==> config.mk <==
export PLATFORM = sky130hd
export DESIGN_NAME = integer_to_ascii_formatter
export DESIGN_NICKNAME = d
export VERILOG_FILES = /design/src/design/itaf_pkg.sv /design/src/design/integer_to_ascii_formatter.sv /design/src/design/itaf_bcd.sv /design/src/design/itaf_emit.sv
export SDC_FILE = /design/constraint.sdc
export NUM_CORES = 1
export LEC_CHECK = 0
export CAP_MARGIN = 20
export CORE_ASPECT_RATIO = 1.5
export CORE_UTILIZATION = 37
export CTS_BUF_LIST = sky130_fd_sc_hd__clkbuf_16
export CTS_CLUSTER_DIAMETER = 200
export DETAILED_ROUTE_END_ITERATION = 6
export DONT_BUFFER_PORTS = 1
export GPL_ROUTABILITY_DRIVEN = 1
export PLACE_DENSITY = 0.59
export SETUP_SLACK_MARGIN = 0.02
export SYNTH_ARGS = -nofsm -noshare
export SYNTH_HDL_FRONTEND = slang
export SYNTH_SLANG_ARGS = --single-unit
==> constraint.sdc <==
create_clock -name i_clk -period 9.4 [get_ports i_clk]
set_input_delay 1.41 -clock i_clk [delete_from_list [all_inputs] [get_ports i_clk]]
set_output_delay 1.41 -clock i_clk [all_outputs]
set_load 0.05 [all_outputs]
==> src/design/itaf_pkg.sv <==
// Shared types and constants for the integer to ASCII formatter.
package itaf_pkg;

    localparam logic [2:0] C_CMD_SDEC32 = 3'd0;
    localparam logic [2:0] C_CMD_UDEC32 = 3'd1;
    localparam logic [2:0] C_CMD_HEX32L = 3'd2;
    localparam logic [2:0] C_CMD_HEX32U = 3'd3;
    localparam logic [2:0] C_CMD_HEX64L = 3'd4;

    localparam logic [6:0] C_ASCII_ZERO  = 7'd48;
    localparam logic [6:0] C_ASCII_MINUS = 7'd45;
    localparam logic [6:0] C_LOWER_OFF   = 7'd87;
    localparam logic [6:0] C_UPPER_OFF   = 7'd55;

    localparam int C_BIN_W  = 32;
    localparam int C_BCD_W  = 40;
    localparam int C_DIG_W  = 64;
    localparam logic [4:0] C_DEC_DIGITS   = 5'd10;
    localparam logic [4:0] C_HEX32_DIGITS = 5'd8;
    localparam logic [4:0] C_HEX64_DIGITS = 5'd16;

    // Digit string handed to the emitter, left aligned, most significant nibble on top.
    typedef struct packed {
        logic                 valid;
        logic [C_DIG_W-1:0]   dig;
        logic [4:0]           n;
        logic                 neg;
        logic                 upper;
    } t_load;

endpackage

==> src/design/integer_to_ascii_formatter.sv <==
// Top level of the integer to ASCII formatter.
// Input channel: i_in_valid/o_in_ready carry i_command and i_value. Output channel:
// o_out_valid/i_out_ready carry o_character, o_last and o_char_count, one character
// per transfer, most significant first, o_last on the final one.
// One number is in flight at a time; o_in_ready rises again in the cycle after the
// transfer of the last character. Unknown commands are taken and dropped.
// Decimal modes: the serial BCD converter runs, its result loads the digit shifter,
// leading zeros are dropped, then one character per cycle while the receiver is ready
// (sign first if negative).
// Hex modes: leading zeros dropped, then one character per cycle unless stalled.
// A stalled receiver holds the current character in the output register and the
// digit shifter waits; nothing is lost.
// Reset clears all control state; no number is in flight afterwards.
module integer_to_ascii_formatter
    import itaf_pkg::*;
(
    input  logic        i_clk,
    input  logic        i_rst_n,
    input  logic        i_in_valid,
    output logic        o_in_ready,
    input  logic [2:0]  i_command,
    input  logic [63:0] i_value,
    output logic        o_out_valid,
    input  logic        i_out_ready,
    output logic [6:0]  o_character,
    output logic        o_last,
    output logic [4:0]  o_char_count
);

    logic               r_busy;
    logic               r_neg;
    t_load              load;
    logic               accept;
    logic               is_dec;
    logic               is_hex;
    logic               bcd_start;
    logic               bcd_done;
    logic [C_BCD_W-1:0] bcd;
    logic [31:0]        mag;

    assign accept = i_in_valid && o_in_ready;
    assign is_dec = i_command inside {C_CMD_SDEC32, C_CMD_UDEC32};
    assign is_hex = i_command inside {C_CMD_HEX32L, C_CMD_HEX32U, C_CMD_HEX64L};
    assign bcd_start = accept && is_dec;

    always_comb begin
        if (i_command == C_CMD_SDEC32 && i_value[31]) begin
            mag = 32'd0 - i_value[31:0];
        end else begin
            mag = i_value[31:0];
        end
    end

    always_comb begin
        load = '0;
        if (bcd_done) begin
            load.valid = 1'b1;
            load.dig   = {bcd, {(C_DIG_W - C_BCD_W){1'b0}}};
            load.n     = C_DEC_DIGITS;
            load.neg   = r_neg;
        end else if (accept && is_hex) begin
            load.valid = 1'b1;
            load.upper = (i_command == C_CMD_HEX32U);
            if (i_command == C_CMD_HEX64L) begin
                load.dig = i_value;
                load.n   = C_HEX64_DIGITS;
            end else begin
                load.dig = {i_value[31:0], 32'd0};
                load.n   = C_HEX32_DIGITS;
            end
        end
    end

    always_ff @(posedge i_clk) begin
        if (!i_rst_n) begin
            r_busy <= 1'b0;
            r_neg  <= 1'b0;
        end else begin
            if (accept && (is_dec || is_hex)) begin
                r_busy <= 1'b1;
                r_neg  <= (i_command == C_CMD_SDEC32) && i_value[31];
            end else if (o_out_valid && i_out_ready && o_last) begin
                r_busy <= 1'b0;
            end
        end
    end

    assign o_in_ready = !r_busy;

    itaf_bcd u_bcd (
        .i_clk   (i_clk),
        .i_rst_n (i_rst_n),
        .i_start (bcd_start),
        .i_bin   (mag),
        .o_done  (bcd_done),
        .o_bcd   (bcd)
    );

    itaf_emit u_emit (
        .i_clk        (i_clk),
        .i_rst_n      (i_rst_n),
        .i_load       (load),
        .o_out_valid  (o_out_valid),
        .i_out_ready  (i_out_ready),
        .o_character  (o_character),
        .o_last       (o_last),
        .o_char_count (o_char_count)
    );

endmodule

==> src/design/itaf_bcd.sv <==
// Serial binary to BCD converter, one shift-add-3 step per cycle.
module itaf_bcd
    import itaf_pkg::*;
(
    input  logic                 i_clk,
    input  logic                 i_rst_n,
    input  logic                 i_start,
    input  logic [C_BIN_W-1:0]   i_bin,
    output logic                 o_done,
    output logic [C_BCD_W-1:0]   o_bcd
);

    logic [C_BIN_W-1:0] r_bin;
    logic [C_BCD_W-1:0] r_bcd;
    logic [4:0]         r_cnt;
    logic               r_busy;
    logic               r_done;
    logic [C_BCD_W-1:0] n_adj;

    always_comb begin
        for (int k = 0; k < C_BCD_W / 4; k++) begin
            if (r_bcd[4*k +: 4] >= 4'd5) begin
                n_adj[4*k +: 4] = r_bcd[4*k +: 4] + 4'd3;
            end else begin
                n_adj[4*k +: 4] = r_bcd[4*k +: 4];
            end
        end
    end

    always_ff @(posedge i_clk) begin
        if (!i_rst_n) begin
            r_busy <= 1'b0;
            r_done <= 1'b0;
            r_cnt  <= '0;
        end else begin
            r_done <= 1'b0;
            if (i_start) begin
                r_busy <= 1'b1;
                r_cnt  <= '0;
                r_bin  <= i_bin;
                r_bcd  <= '0;
            end else if (r_busy) begin
                r_bcd <= {n_adj[C_BCD_W-2:0], r_bin[C_BIN_W-1]};
                r_bin <= {r_bin[C_BIN_W-2:0], 1'b0};
                r_cnt <= r_cnt + 5'd1;
                if (r_cnt == 5'(C_BIN_W - 1)) begin
                    r_busy <= 1'b0;
                    r_done <= 1'b1;
                end
            end
        end
    end

    assign o_done = r_done;
    assign o_bcd  = r_bcd;

endmodule

==> src/design/itaf_emit.sv <==
// Digit shifter: drops leading zeros, then sends sign and digits as ASCII.
module itaf_emit
    import itaf_pkg::*;
(
    input  logic        i_clk,
    input  logic        i_rst_n,
    input  t_load       i_load,
    output logic        o_out_valid,
    input  logic        i_out_ready,
    output logic [6:0]  o_character,
    output logic        o_last,
    output logic [4:0]  o_char_count
);

    localparam logic [1:0] S_IDLE  = 2'd0;
    localparam logic [1:0] S_STRIP = 2'd1;
    localparam logic [1:0] S_SIGN  = 2'd2;
    localparam logic [1:0] S_DIGIT = 2'd3;

    logic [1:0]         r_state;
    logic [C_DIG_W-1:0] r_dig;
    logic [4:0]         r_n;
    logic               r_neg;
    logic               r_upper;
    logic [4:0]         r_cnt;
    logic               r_ovalid;
    logic [6:0]         r_char;
    logic               r_last;
    logic [4:0]         r_ocnt;
    logic               slot_free;
    logic               emit_now;
    logic [3:0]         top_nib;
    logic [6:0]         n_char;

    assign slot_free = !r_ovalid || i_out_ready;
    assign emit_now  = slot_free && (r_state inside {S_SIGN, S_DIGIT});
    assign top_nib   = r_dig[C_DIG_W-1 -: 4];

    always_comb begin
        if (top_nib < 4'd10) begin
            n_char = C_ASCII_ZERO + {3'b0, top_nib};
        end else if (r_upper) begin
            n_char = C_UPPER_OFF + {3'b0, top_nib};
        end else begin
            n_char = C_LOWER_OFF + {3'b0, top_nib};
        end
    end

    always_ff @(posedge i_clk) begin
        if (!i_rst_n) begin
            r_state  <= S_IDLE;
            r_ovalid <= 1'b0;
            r_cnt    <= '0;
        end else begin
            if (emit_now) begin
                r_ovalid <= 1'b1;
            end else if (i_out_ready) begin
                r_ovalid <= 1'b0;
            end
            case (r_state)
                S_IDLE: begin
                    if (i_load.valid) begin
                        r_dig   <= i_load.dig;
                        r_n     <= i_load.n;
                        r_neg   <= i_load.neg;
                        r_upper <= i_load.upper;
                        r_cnt   <= '0;
                        r_state <= S_STRIP;
                    end
                end
                S_STRIP: begin
                    if (r_n > 5'd1 && top_nib == 4'd0) begin
                        r_dig <= {r_dig[C_DIG_W-5:0], 4'd0};
                        r_n   <= r_n - 5'd1;
                    end else if (r_neg) begin
                        r_state <= S_SIGN;
                    end else begin
                        r_state <= S_DIGIT;
                    end
                end
                S_SIGN: begin
                    if (slot_free) begin
                        r_char   <= C_ASCII_MINUS;
                        r_last   <= 1'b0;
                        r_ocnt   <= r_cnt + 5'd1;
                        r_cnt    <= r_cnt + 5'd1;
                        r_state  <= S_DIGIT;
                    end
                end
                S_DIGIT: begin
                    if (slot_free) begin
                        r_char   <= n_char;
                        r_last   <= (r_n == 5'd1);
                        r_ocnt   <= r_cnt + 5'd1;
                        r_cnt    <= r_cnt + 5'd1;
                        r_dig    <= {r_dig[C_DIG_W-5:0], 4'd0};
                        r_n      <= r_n - 5'd1;
                        if (r_n == 5'd1) begin
                            r_state <= S_IDLE;
                        end
                    end
                end
                default: begin
                    r_state <= S_IDLE;
                end
            endcase
        end
    end

    assign o_out_valid  = r_ovalid;
    assign o_character  = r_char;
    assign o_last       = r_last;
    assign o_char_count = r_ocnt;

endmodule

==> results.md <==
* Via count at 6472
* Sequential power share at 48.9%
* Worst Path Required at 9580 ps
* Fin Setup TNS at 0 ps
* FF+latch count, synth at 173
* Clk_skew at about 11 ps
* Final setup vio count at 0
* Fmax at around 0.31 GHz
* TritonRoute pass-1 iters at 4
* WP buf/inv at 1
* Ys Warns at 0
* Tcrit/Tclk final at between 30% and 40%
* Syn avg cell area at 10.4 µm²
* Critical Path Slowest Stage Cell: or4_4
* Max-cap violation count at 0
* H-tree lvl count at 4
* Vias in the first global route at 6431
* Ports at 86
* CP peak stage delay at 640 ps
* Leakage at 3.50 nW
* Antenna violations before repair at 0
* Syn nets at 1006
* Nets at 981
* Power per cell area at around 210 nW/µm²
* Area contributors post-synth: edfxtp_1 50%, ha_1 4.3%, nand2_1 4.1%
* Synth-to-Final Area Change at 9.79%
* NetSw at 0.659 mW
* Comb pwr share at a little under a fifth
* Largest net degree at the start of global routing at between 100 and 150
* CTS resizes at 0
* Grt total ovfl at 0
* Synth area leader: edfxtp_1
* Yosys top cell area share at 49.9%
* Tmin final at between 3000 and 4000 ps
* Final-report hold violation count at 0
* First-pass GRT wire length at 34700 µm
* Highest-count cells in the layout ignoring fill and taps: 156 x edfxtp_1, 103 x nand2_1, 76 x a21oi_1
* Fin util at 41.3%
* Hpwl dp at between 15000 and 20000 µm
* Clock root cell: clkbuf_16
* CORE AREA at 25000 µm²
* Dominant synthesized flop cell: edfxtp_1
* Number of enable flip-flop cells after synthesis at 156
* Max VDD drop at approximately 0.15 mV
* Row count at 71
* Skew-Pair Late Insertion Delay at between 400 and 500 ps
* TritonCTS buffer count at 17
* Fraction of layout cells with a size suffix above 1 at 7.18%
* Worst path top cell family by delay: simple AND/OR/NAND/NOR gates
* # hold bufs at CTS at 0
* Slew Limit Fails at 0
* Initial Util at 37.6%
* Worst-case clock buffer depth at 2
* Run status: complete, no violations
* Clock Power Share at 32.4%
* Crit Path Class: in2reg
* Synth Instances at 903
* Int Power at 1.51 mW
* Crit-path cells: inv_1, ha_1, or3b_2, or4_4, o41ai_2, xor2_1, o21ai_1
* # port buffers at 0
* WP data arrival at 3390 ps
* Clock-pin slew on the worst setup and hold paths at about 70 ps
* Tot Pwr at 2.17 mW
* Die Ht at 197 µm
* Critical path launch point type: input port
* CP max FO at 8
* Commonest non-fill, non-tap cell in the layout: edfxtp_1
* Drt drc at 0
* Chip width at 132 µm
* Fillers at 2407
* CTS tree: done
* Syn Std Cell Area at roughly 9400 µm²
* DR vias/cell at 5.31
* Sink Count at approximately 170
* Antenna cells at 0
* Hold Crit Class: reg2reg
* Switching share of power at a little under a third
* Ys async rst share at 0%
* Antenna viol nets, final at 0
* Worst slew margin at 38.0%
* Netlist cell types at 53
* RSZ-0062 raised after global routing: no
* Final Wtd Congestion at 0.788
* Crit. End Element: register
* Tot GR Track Use at approximately 17%
* Sequential cell area fraction in the yosys report at 53.6%
* Routed Wire Length at 21600 µm
* Wirelength per Cell at 17.8 µm
* Worst slew pin tran at 931 ps
* Post-CTS setup buffers at 0
* DRT iter0 DRCs at 461
* Die Area at approximately 26000 µm²
## per-layer routing
layer  GRT usage, %  routed length, µm  up-vias  share of wire (%)
li1               -                  -     3226                  -
met1           20.3               8930     3068                 41
met2           31.0              11200      154                 52
met3           3.44               1130       24                5.2
met4           6.42                375        0                1.7
met5              0                  0        -                  0
## worst reg2reg max path, cell delays in order, from the launching register on
cell	delay (ps)
dfxtp_1	330
inv_1	370
nand2_1	240
nor3_2	170
buf_4	440
o21a_4	590
buf_12	300
## state kept, by name, summed over array words and instances (netlist names), 2 cells and up
signal	count
u_bcd.r_cnt	5
u_emit.r_cnt	5
u_emit.o_char_count	5
u_bcd.r_bin	32
u_emit.r_state	2
u_emit.o_character	7
u_emit.r_n	5
u_emit.r_dig	64
u_bcd.o_bcd	40
## worst paths after layout
check	from	to	slack, ps	cells past startpoint
hold reg to reg	r_neg	r_neg	470	2
hold / removal	r_neg	r_neg	470	2
setup / recovery	i_value[0]	u_bcd.r_bin[28]	6190	7
setup reg to reg	r_busy	u_bcd.o_bcd[23]	6620	6
## kinds of logic after synthesis
group | Yosys count | synth area share [%]
compound gates | 223 | 14.5
xor+xnor | 58 | 5.41
fa+ha+maj | 32 | 4.27
buf+inv | 88 | 3.91
flops | 173 | 53.6
mux | 36 | 3.84
simple gates | 293 | 14.5
## layout make-up
type,count,area [µm²],share of cell area [%]
well taps,328,410,3.98
multi-input cells,642,4040,39.2
clock buffers,17,425,4.13
repair buffers,10,120,1.17
flip-flops and latches,173,5030,48.8
clock inverters,15,154,1.49
inverters,34,128,1.24
## synth_stat cells (2+ instances only)
cell type and count:
buf_6 4, a21boi_0 2, and3_1 10, or3_1 7, nand2b_1 12, nand2_1 103, a211oi_1 4, o21ai_0 70
buf_1 2, o31ai_1 8, a22o_1 19, or4_1 3, o21ai_1 17, ha_1 32, nand3_1 11, nor3_1 52
nor2b_1 3, a21o_1 2, xor2_1 37, buf_2 2, dfxtp_1 17, a221o_1 8, a21oi_1 76, or4_4 3
and2_1 6, xnor2_1 21, or2_2 3, a221oi_1 2, nor4_1 4, inv_1 33, o41ai_2 5, mux2i_1 36
nor2_1 68, clkbuf_1 45, o41ai_1 2, nand4_1 2, edfxtp_1 156
## power groups by stage
stage,logic [mW],registers [mW],clock network [mW]
final,0.407,1.06,0.705
after global routing,0.460,1.07,0.745
after CTS,0.411,1.06,0.718
after detailed placement,0.411,1.08,0
after global placement,0.402,1.08,0
after floorplan,0.328,1.08,0
## through the flow
stage	instance area (µm²)	hold slack, ps	instances	setup slack [ps]
after floorplan	9380	443	903	1270
after global routing	10300	505	1219	6110
final	10300	472	1219	6190
after global placement	9650	452	1184	5740
after CTS	10300	474	1217	6170
after detailed placement	9680	465	1185	5720
Power figures use the tool's default switching activity.
